$ cat src/rtl/core/ilp_pkg.sv
// Shared types and character codes for the integer literal parser.
`default_nettype none

package ilp_pkg;

    // Result width in bits
    localparam int VALUE_WIDTH = 32;

    // UTF-16 code units the parser recognizes
    localparam logic [15:0] CH_ZERO  = 16'h0030;
    localparam logic [15:0] CH_NINE  = 16'h0039;
    localparam logic [15:0] CH_LO_A  = 16'h0061;
    localparam logic [15:0] CH_LO_F  = 16'h0066;
    localparam logic [15:0] CH_UP_A  = 16'h0041;
    localparam logic [15:0] CH_UP_F  = 16'h0046;
    localparam logic [15:0] CH_LO_X  = 16'h0078;
    localparam logic [15:0] CH_UP_X  = 16'h0058;
    localparam logic [15:0] CH_MINUS = 16'h002D;

    // One character request
    typedef struct packed {
        logic [15:0] char_code;
        logic        last;
        logic        no_char;
    } t_char_req;

    // One parse result
    typedef struct packed {
        logic [VALUE_WIDTH-1:0] value;
        logic                   parse_error;
    } t_result_req;

    // Digit unit answer: digit valid and in range, and the new magnitude
    typedef struct packed {
        logic                   ok;
        logic [VALUE_WIDTH-1:0] acc;
    } t_digit_res;

endpackage

`default_nettype wire

$ cat src/rtl/core/integer_literal_parser_core.sv
// Top level of the integer literal parser: input stage, parse state, result register.
//
// Usage: characters of a literal arrive one per request on the input channel
// (valid/ready). A leading 0x/0X selects hex, a leading minus selects negative
// decimal. The request marked last yields one result request on the output
// channel carrying the value and the parse_error flag; other requests yield
// nothing. A request with no_char set carries no character (ends an empty
// literal when also last). i_cfg_we/i_cfg_data set the unsigned type; write
// it only between literals while no result is pending.
// Flow: a last request passes from the input register into the result register
// when processed. Throughput: one request per cycle while no result stalls the
// output; the per-character step is one shift-add multiply by the base plus a
// limit compare between the input register and the state/result registers.
// Stall: while a result waits on the output, the input register holds and
// ready drops only once that register is also full.
// Reset: synchronous, active low; clears the type to signed, the parse state
// to start of literal and both channels to empty.
`default_nettype none

module integer_literal_parser_core (
    input  wire logic                 i_clk,
    input  wire logic                 i_rst_n,
    input  wire logic                 i_cfg_we,
    input  wire logic                 i_cfg_data,
    input  wire logic                 i_in_valid,
    output logic                      o_in_ready,
    input  wire ilp_pkg::t_char_req   i_in,
    output logic                      o_out_valid,
    input  wire logic                 i_out_ready,
    output ilp_pkg::t_result_req      o_out
);

    localparam int W = ilp_pkg::VALUE_WIDTH;

    typedef enum logic [1:0] {
        PH_START = 2'd0,
        PH_ZERO  = 2'd1,
        PH_BODY  = 2'd2
    } t_phase;

    logic                 r_cfg_unsigned;
    logic                 r_s1_valid;
    ilp_pkg::t_char_req   r_s1;
    t_phase               r_phase, n_phase;
    logic                 r_hex, n_hex;
    logic                 r_neg, n_neg;
    logic [W-1:0]         r_acc, n_acc;
    logic                 r_err, n_err;
    logic                 r_out_valid;
    ilp_pkg::t_result_req r_out, n_out;

    logic                 stall;
    logic                 fire;
    ilp_pkg::t_digit_res  dig;

    assign stall       = r_out_valid && !i_out_ready;
    assign fire        = r_s1_valid && !stall;
    assign o_in_ready  = !r_s1_valid || !stall;
    assign o_out_valid = r_out_valid;
    assign o_out       = r_out;

    ilp_digit u_digit (
        .i_char_code     (r_s1.char_code),
        .i_hex_mode      (r_hex),
        .i_neg_mode      (r_neg),
        .i_unsigned_type (r_cfg_unsigned),
        .i_acc           (r_acc),
        .o_res           (dig)
    );

    // Step the parse state for the request in the input register
    always_comb begin
        n_phase = r_phase;
        n_hex   = r_hex;
        n_neg   = r_neg;
        n_acc   = r_acc;
        n_err   = r_err;
        n_out   = r_out;
        if (!r_s1.no_char && !r_err) begin
            unique case (r_phase)
                PH_START: begin
                    n_phase = PH_BODY;
                    if (r_s1.char_code == ilp_pkg::CH_MINUS) begin
                        n_neg = 1'b1;
                    end else if (r_s1.char_code == ilp_pkg::CH_ZERO) begin
                        n_phase = PH_ZERO;
                    end else begin
                        n_err = !dig.ok;
                        n_acc = dig.ok ? dig.acc : r_acc;
                    end
                end
                PH_ZERO: begin
                    n_phase = PH_BODY;
                    if (r_s1.char_code == ilp_pkg::CH_LO_X
                        || r_s1.char_code == ilp_pkg::CH_UP_X) begin
                        n_hex = 1'b1;
                    end else begin
                        n_err = !dig.ok;
                        n_acc = dig.ok ? dig.acc : r_acc;
                    end
                end
                default: begin
                    n_err = !dig.ok;
                    n_acc = dig.ok ? dig.acc : r_acc;
                end
            endcase
        end
        // Build the result, then clear for the next literal
        if (r_s1.last) begin
            if (n_phase == PH_START) begin
                n_err = 1'b1;
            end
            n_out.parse_error = n_err;
            if (n_err) begin
                n_out.value = '0;
            end else begin
                n_out.value = n_neg ? (W'(0) - n_acc) : n_acc;
            end
            n_phase = PH_START;
            n_hex   = 1'b0;
            n_neg   = 1'b0;
            n_acc   = '0;
            n_err   = 1'b0;
        end
    end

    // Configuration register
    always_ff @(posedge i_clk) begin
        if (!i_rst_n) begin
            r_cfg_unsigned <= 1'b0;
        end else if (i_cfg_we) begin
            r_cfg_unsigned <= i_cfg_data;
        end
    end

    // Input register: load on accept, drain when processed
    always_ff @(posedge i_clk) begin
        if (!i_rst_n) begin
            r_s1_valid <= 1'b0;
        end else if (o_in_ready) begin
            r_s1_valid <= i_in_valid;
        end
    end

    always_ff @(posedge i_clk) begin
        if (o_in_ready && i_in_valid) begin
            r_s1 <= i_in;
        end
    end

    // Parse state: advance on each processed request
    always_ff @(posedge i_clk) begin
        if (!i_rst_n) begin
            r_phase <= PH_START;
            r_hex   <= 1'b0;
            r_neg   <= 1'b0;
            r_acc   <= '0;
            r_err   <= 1'b0;
        end else if (fire) begin
            r_phase <= n_phase;
            r_hex   <= n_hex;
            r_neg   <= n_neg;
            r_acc   <= n_acc;
            r_err   <= n_err;
        end
    end

    // Result register: load on a last request, drop when taken
    always_ff @(posedge i_clk) begin
        if (!i_rst_n) begin
            r_out_valid <= 1'b0;
        end else if (fire && r_s1.last) begin
            r_out_valid <= 1'b1;
        end else if (i_out_ready) begin
            r_out_valid <= 1'b0;
        end
    end

    always_ff @(posedge i_clk) begin
        if (fire && r_s1.last) begin
            r_out <= n_out;
        end
    end

    // An error result always carries a zero value
    a_err_zero: assert property (@(posedge i_clk) disable iff (!i_rst_n)
        (r_out_valid && r_out.parse_error) |-> (r_out.value == '0))
        else $error("error result with nonzero value");

    // A last request leaves the parse state cleared
    a_clear: assert property (@(posedge i_clk) disable iff (!i_rst_n)
        (fire && r_s1.last) |=> (r_phase == PH_START && r_acc == '0 && !r_err
                                 && !r_hex && !r_neg))
        else $error("parse state not cleared after last request");

    // Signed positive magnitude stays below the sign bit
    a_pos_range: assert property (@(posedge i_clk) disable iff (!i_rst_n)
        (!r_cfg_unsigned && !r_neg) |-> !r_acc[W-1])
        else $error("signed positive magnitude out of range");

    // Negative unsigned literal only accumulates zeros
    a_neg_unsigned: assert property (@(posedge i_clk) disable iff (!i_rst_n)
        (r_cfg_unsigned && r_neg) |-> (r_acc == '0))
        else $error("negative unsigned magnitude not zero");

endmodule

`default_nettype wire

$ cat src/rtl/core/ilp_digit.sv
// Digit decode and range-checked multiply-accumulate for the literal parser.
`default_nettype none

module ilp_digit (
    input  wire logic [15:0]                     i_char_code,
    input  wire logic                            i_hex_mode,
    input  wire logic                            i_neg_mode,
    input  wire logic                            i_unsigned_type,
    input  wire logic [ilp_pkg::VALUE_WIDTH-1:0] i_acc,
    output ilp_pkg::t_digit_res                  o_res
);

    localparam int W   = ilp_pkg::VALUE_WIDTH;
    localparam int EXT = W + 5;

    localparam logic [EXT-1:0] SIGN_MAG = EXT'(1) << (W - 1);
    localparam logic [EXT-1:0] VMASK    = (EXT'(1) << W) - EXT'(1);

    logic           is_dec;
    logic           is_lo;
    logic           is_up;
    logic           is_digit;
    logic [3:0]     digit;
    logic [EXT-1:0] acc_ext;
    logic [EXT-1:0] prod;
    logic [EXT-1:0] sum;
    logic [EXT-1:0] limit;

    // Classify the character and pick its digit value
    always_comb begin
        is_dec   = (i_char_code >= ilp_pkg::CH_ZERO) && (i_char_code <= ilp_pkg::CH_NINE);
        is_lo    = i_hex_mode && (i_char_code >= ilp_pkg::CH_LO_A)
                   && (i_char_code <= ilp_pkg::CH_LO_F);
        is_up    = i_hex_mode && (i_char_code >= ilp_pkg::CH_UP_A)
                   && (i_char_code <= ilp_pkg::CH_UP_F);
        is_digit = is_dec || is_lo || is_up;
        digit    = is_dec ? i_char_code[3:0] : (i_char_code[3:0] + 4'd9);
    end

    // Largest magnitude allowed in this direction
    always_comb begin
        if (i_neg_mode) begin
            limit = i_unsigned_type ? '0 : SIGN_MAG;
        end else begin
            limit = i_unsigned_type ? VMASK : (SIGN_MAG - EXT'(1));
        end
    end

    // Shift-add multiply by the base, add the digit, check the limit
    always_comb begin
        acc_ext   = EXT'(i_acc);
        prod      = i_hex_mode ? (acc_ext << 4) : ((acc_ext << 3) + (acc_ext << 1));
        sum       = prod + EXT'(digit);
        o_res.ok  = is_digit && (sum <= limit);
        o_res.acc = sum[W-1:0];
    end

endmodule

`default_nettype wire

$ cat config.mk
export PLATFORM = sky130hd
export DESIGN_NAME = integer_literal_parser_core
export DESIGN_NICKNAME = d
export VERILOG_FILES = /design/src/rtl/core/ilp_pkg.sv /design/src/rtl/core/integer_literal_parser_core.sv /design/src/rtl/core/ilp_digit.sv
export SDC_FILE = /design/constraint.sdc
export NUM_CORES = 1
export LEC_CHECK = 0
export BUFFER_PORTS_ARGS = -buffer_cell sky130_fd_sc_hd__buf_2
export CORE_MARGIN = 2
export CORE_UTILIZATION = 50
export DETAILED_ROUTE_END_ITERATION = 7
export PLACE_DENSITY = 0.68
export SLEW_MARGIN = 20
export SYNTH_ARGS = -nofsm -noshare
export SYNTH_HDL_FRONTEND = slang
export SYNTH_HIERARCHICAL = 1
export SYNTH_SLANG_ARGS = --single-unit
$ cat constraint.sdc
create_clock -name i_clk -period 10.37 [get_ports i_clk]
set_input_delay 1.5555 -clock i_clk [delete_from_list [all_inputs] [get_ports i_clk]]
set_output_delay 1.5555 -clock i_clk [all_outputs]
set_load 0.01 [all_outputs]
==> impl_metrics.yaml <==
status:
  status: "completed"
grt:
  gr-usage-all-layers_pct: 25.9
  antenna_found_initial: 0
  grt_pass1_wl_um: 41100
  grt_max_degree: 52
  gr-total-overflow: 0
  grt_pass1_vias: 7926
power:
  power_leakage_nw: 3.91
  clockPowerShare_pct: 45.1
  intPower_uw: 610
  netSwitchingFraction_pct: 22.5
  powerDensity_nw_per_um2: 80.8
  seqPwrFrac_pct: 49.7
  combPwrFrac_pct: 5.2
  switching_power_uw: 177
  ir_worst_vdd_mv: 0.0671
die:
  rows: 49
  start_util_pct: 50.5
  core_area_um2: 17800
  die_x_um: 138
  num_io_pins: 59
  die_h_um: 138
  die_area_um2: 19100
setup_path:
  end_kind: "flip-flop"
  crit_fanout: 29
  cp_num_buf_inv: 3
  cpMaxStageDelayCell: "or4b_4"
  slowest_delay_ns: 0.53
  crit_arrival_ns: 9.67
  crit_path_start_kind: "flip-flop"
  path_common_cell: "ha_1"
  path_class: "flip-flop to flip-flop"
  required_ns: 10.43
  cp_top_family: "simple AND/OR/NAND/NOR gates"
drt:
  drt-wirelength-per-cell_um: 18.9
  ant_nets: 0
  num_vias: 8523
  drt_pass1_iterations: 6
  viasPerCell: 6.38
  routed_wl_um: 25300
  first_iter_violations: 1014
  drc_errors: 0
clock_network:
  cts_buffers: 9
  clk_path_buf_depth: 2
  cts-htree-levels: 3
  tritoncts: "yes"
  clk_latency_ns: 0.35
  cts.root.buffer_cell: "clkbuf_16"
  hold_buffers: 0
  cts_sinks: 91
  clk_pin_slew_ns: 0.07
synth:
  syn-num-nets: 1169
  ys.flop_type: "edfxtp_1"
  syn_avg_cell_area_um2: 8.40
  yosysWarningCount: 6
  async_flop_share_pct: 0
  yosys-top-cells-area: "edfxtp_1 (17%), ha_1 (9.7%), dfxtp_1 (8.9%), mux2i_1 (4.3%), nor2_1 (4.0%)"
  synth_edf_count: 51
  synthDistinctLibCells: 96
  yosys.area.top_type: "edfxtp_1"
  synth_top_area_share_pct: 17.0
  syn_inst: 1073
  synth_area_um2: 9010
  ys_seq_area_share_pct: 25.9
  ys_ff_latch: 91
placed_design:
  port_buffers: 58
  dp_hpwl_um: 19100
  placed_cells: 1319
  gp_congestion: 0.916
timing:
  setup_violations: 0
  fin_setup_tns_ns: 0
  fin_skew_ns: 0.0113
  maxSlewHeadroom_pct: 38.5
  period_minus_slack_ns: 9.61
  fmax_mhz: 104
  finalHoldViolCount: 0
  rsz0062_at_grt: "false"
  slew_viol_final: 0
  finalCritPeriodShare_pct: 92.6
  max_slew.worst_pin.slew_ns: 0.921
layout:
  syn2layout_area_growth_pct: 8.23
  drive_gt1_share_pct: 11.8
  final_nets: 1197
  num_antenna_cells: 0
  fillers: 1666
  finalNonFillerCells: 1335
worst_hold_path:
  hold_class: "flip-flop to flip-flop"
run:
  maxCapViolCount: 0
[final cells by class]
class / count / area, um^2 / share of cell area, %
clock inverter: 4 / 55.1 / 0.565
sequential: 91 / 2330 / 23.9
timing repair buffer: 66 / 350 / 3.59
inverter: 22 / 82.6 / 0.847
clock buffer: 12 / 268 / 2.75
multi-input combinational: 911 / 6380 / 65.4
tap: 229 / 287 / 2.94
[metal layers]
layer | global-route usage, % | up-vias | routed length, um
li1 | - | 4136 | -
met4 | 7.79 | 0 | 519
met2 | 40.1 | 329 | 11200
met3 | 2.91 | 37 | 1660
met5 | 0 | - | 0
met1 | 38.1 | 4021 | 11900
[cell families (layout without fill, tap and decap cells)]
family	count (synthesis)	after routing	synth area share, %
simple gates	441	441	26.8
compound gates	287	287	22.1
flops	91	91	25.9
fa+ha+maj	72	72	10.2
buf+inv	71	104	3.71
xor+xnor	70	70	6.80
mux	41	41	4.58
[cell usage in the layout (no fill, tap or decap), drive strengths merged, types with 37 or more instances in the layout]
cell	n
nor2	96
nand2	83
ha	70
buf	66
a21oi	62
o21ai	56
edfxtp	51
nor3	49
dfxtp	40
nor2b	40
mux2i	39
a22oi	37
[Yosys cell counts (all sizes together) (7+ instances only)]
| library cell | n |
|---|---|
| nor2 | 96 |
| nand2 | 83 |
| ha | 70 |
| a21oi | 62 |
| o21ai | 56 |
| edfxtp | 51 |
| nor3 | 49 |
| dfxtp | 40 |
| nor2b | 40 |
| mux2i | 39 |
| a22oi | 37 |
| xnor2 | 36 |
| nand3 | 34 |
| xor2 | 34 |
| nor4 | 27 |
| clkbuf | 25 |
| buf | 24 |
| a21o | 22 |
| inv | 22 |
| nand4 | 21 |
| or3 | 14 |
| a211oi | 13 |
| or4 | 13 |
| o21a | 11 |
| o211ai | 10 |
| a31oi | 9 |
| and3 | 9 |
| nor3b | 9 |
| and2 | 8 |
| nand2b | 8 |
| or4b | 7 |
[worst min-delay path: stages (launching register included)]
cell and delay (ns):
dfxtp_1 0.34, a31oi_1 0.05, nor2_1 0.09
[power by group through the flow]
stage / clock (mW) / combinational, mW / sequential [mW]
floorplan: 0 / 0.0263 / 0.398
global placement: 0 / 0.0399 / 0.400
detailed placement: 0 / 0.0403 / 0.400
CTS: 0.359 / 0.0405 / 0.392
global route: 0.373 / 0.0450 / 0.392
finish: 0.355 / 0.0409 / 0.392
[flip-flops by register name (all words and copies together) (netlist names)]
| name | cells |
|---|---|
| o_out | 33 |
| o_out_valid | 1 |
| r_acc | 32 |
| r_cfg_unsigned | 1 |
| r_err | 1 |
| r_hex | 1 |
| r_neg | 1 |
| r_phase | 2 |
| r_s1 | 18 |
| r_s1_valid | 1 |
[stage by stage]
stage / utilization (%) / power (mW) / cell area [um^2] / setup slack, ns / hold WS (ns)
3_3_place_gp: 52.8 / 0.440 / 9420 / 1.09 / 0.466
5_1_grt: 54.7 / 0.810 / 9750 / 0.0805 / 0.549
2_1_floorplan: - / 0.424 / 9010 / 1.93 / 0.477
4_1_cts: 54.6 / 0.792 / 9740 / 0.573 / 0.493
3_5_place_dp: 52.8 / 0.440 / 9420 / 0.660 / 0.472
6_report: 54.7 / 0.788 / 9750 / 0.763 / 0.503
[final timing paths]
kind,from,to,slack [ns],depth (start not counted)
min reg2reg,r_hex,r_hex,0.50,2
max,r_s1[2],o_out[13],0.76,40
min,r_hex,r_hex,0.50,2
max reg2reg,r_s1[2],o_out[13],0.76,40
[what timing repair did]
| action | CTS | global route |
|---|---|---|
| setup buffers | 0 | 0 |
| setup endpoints to repair | 0 | 9 |
| gates resized for setup | 0 | 3 |
No activity file was read; power rests on OpenSTA's default activity.
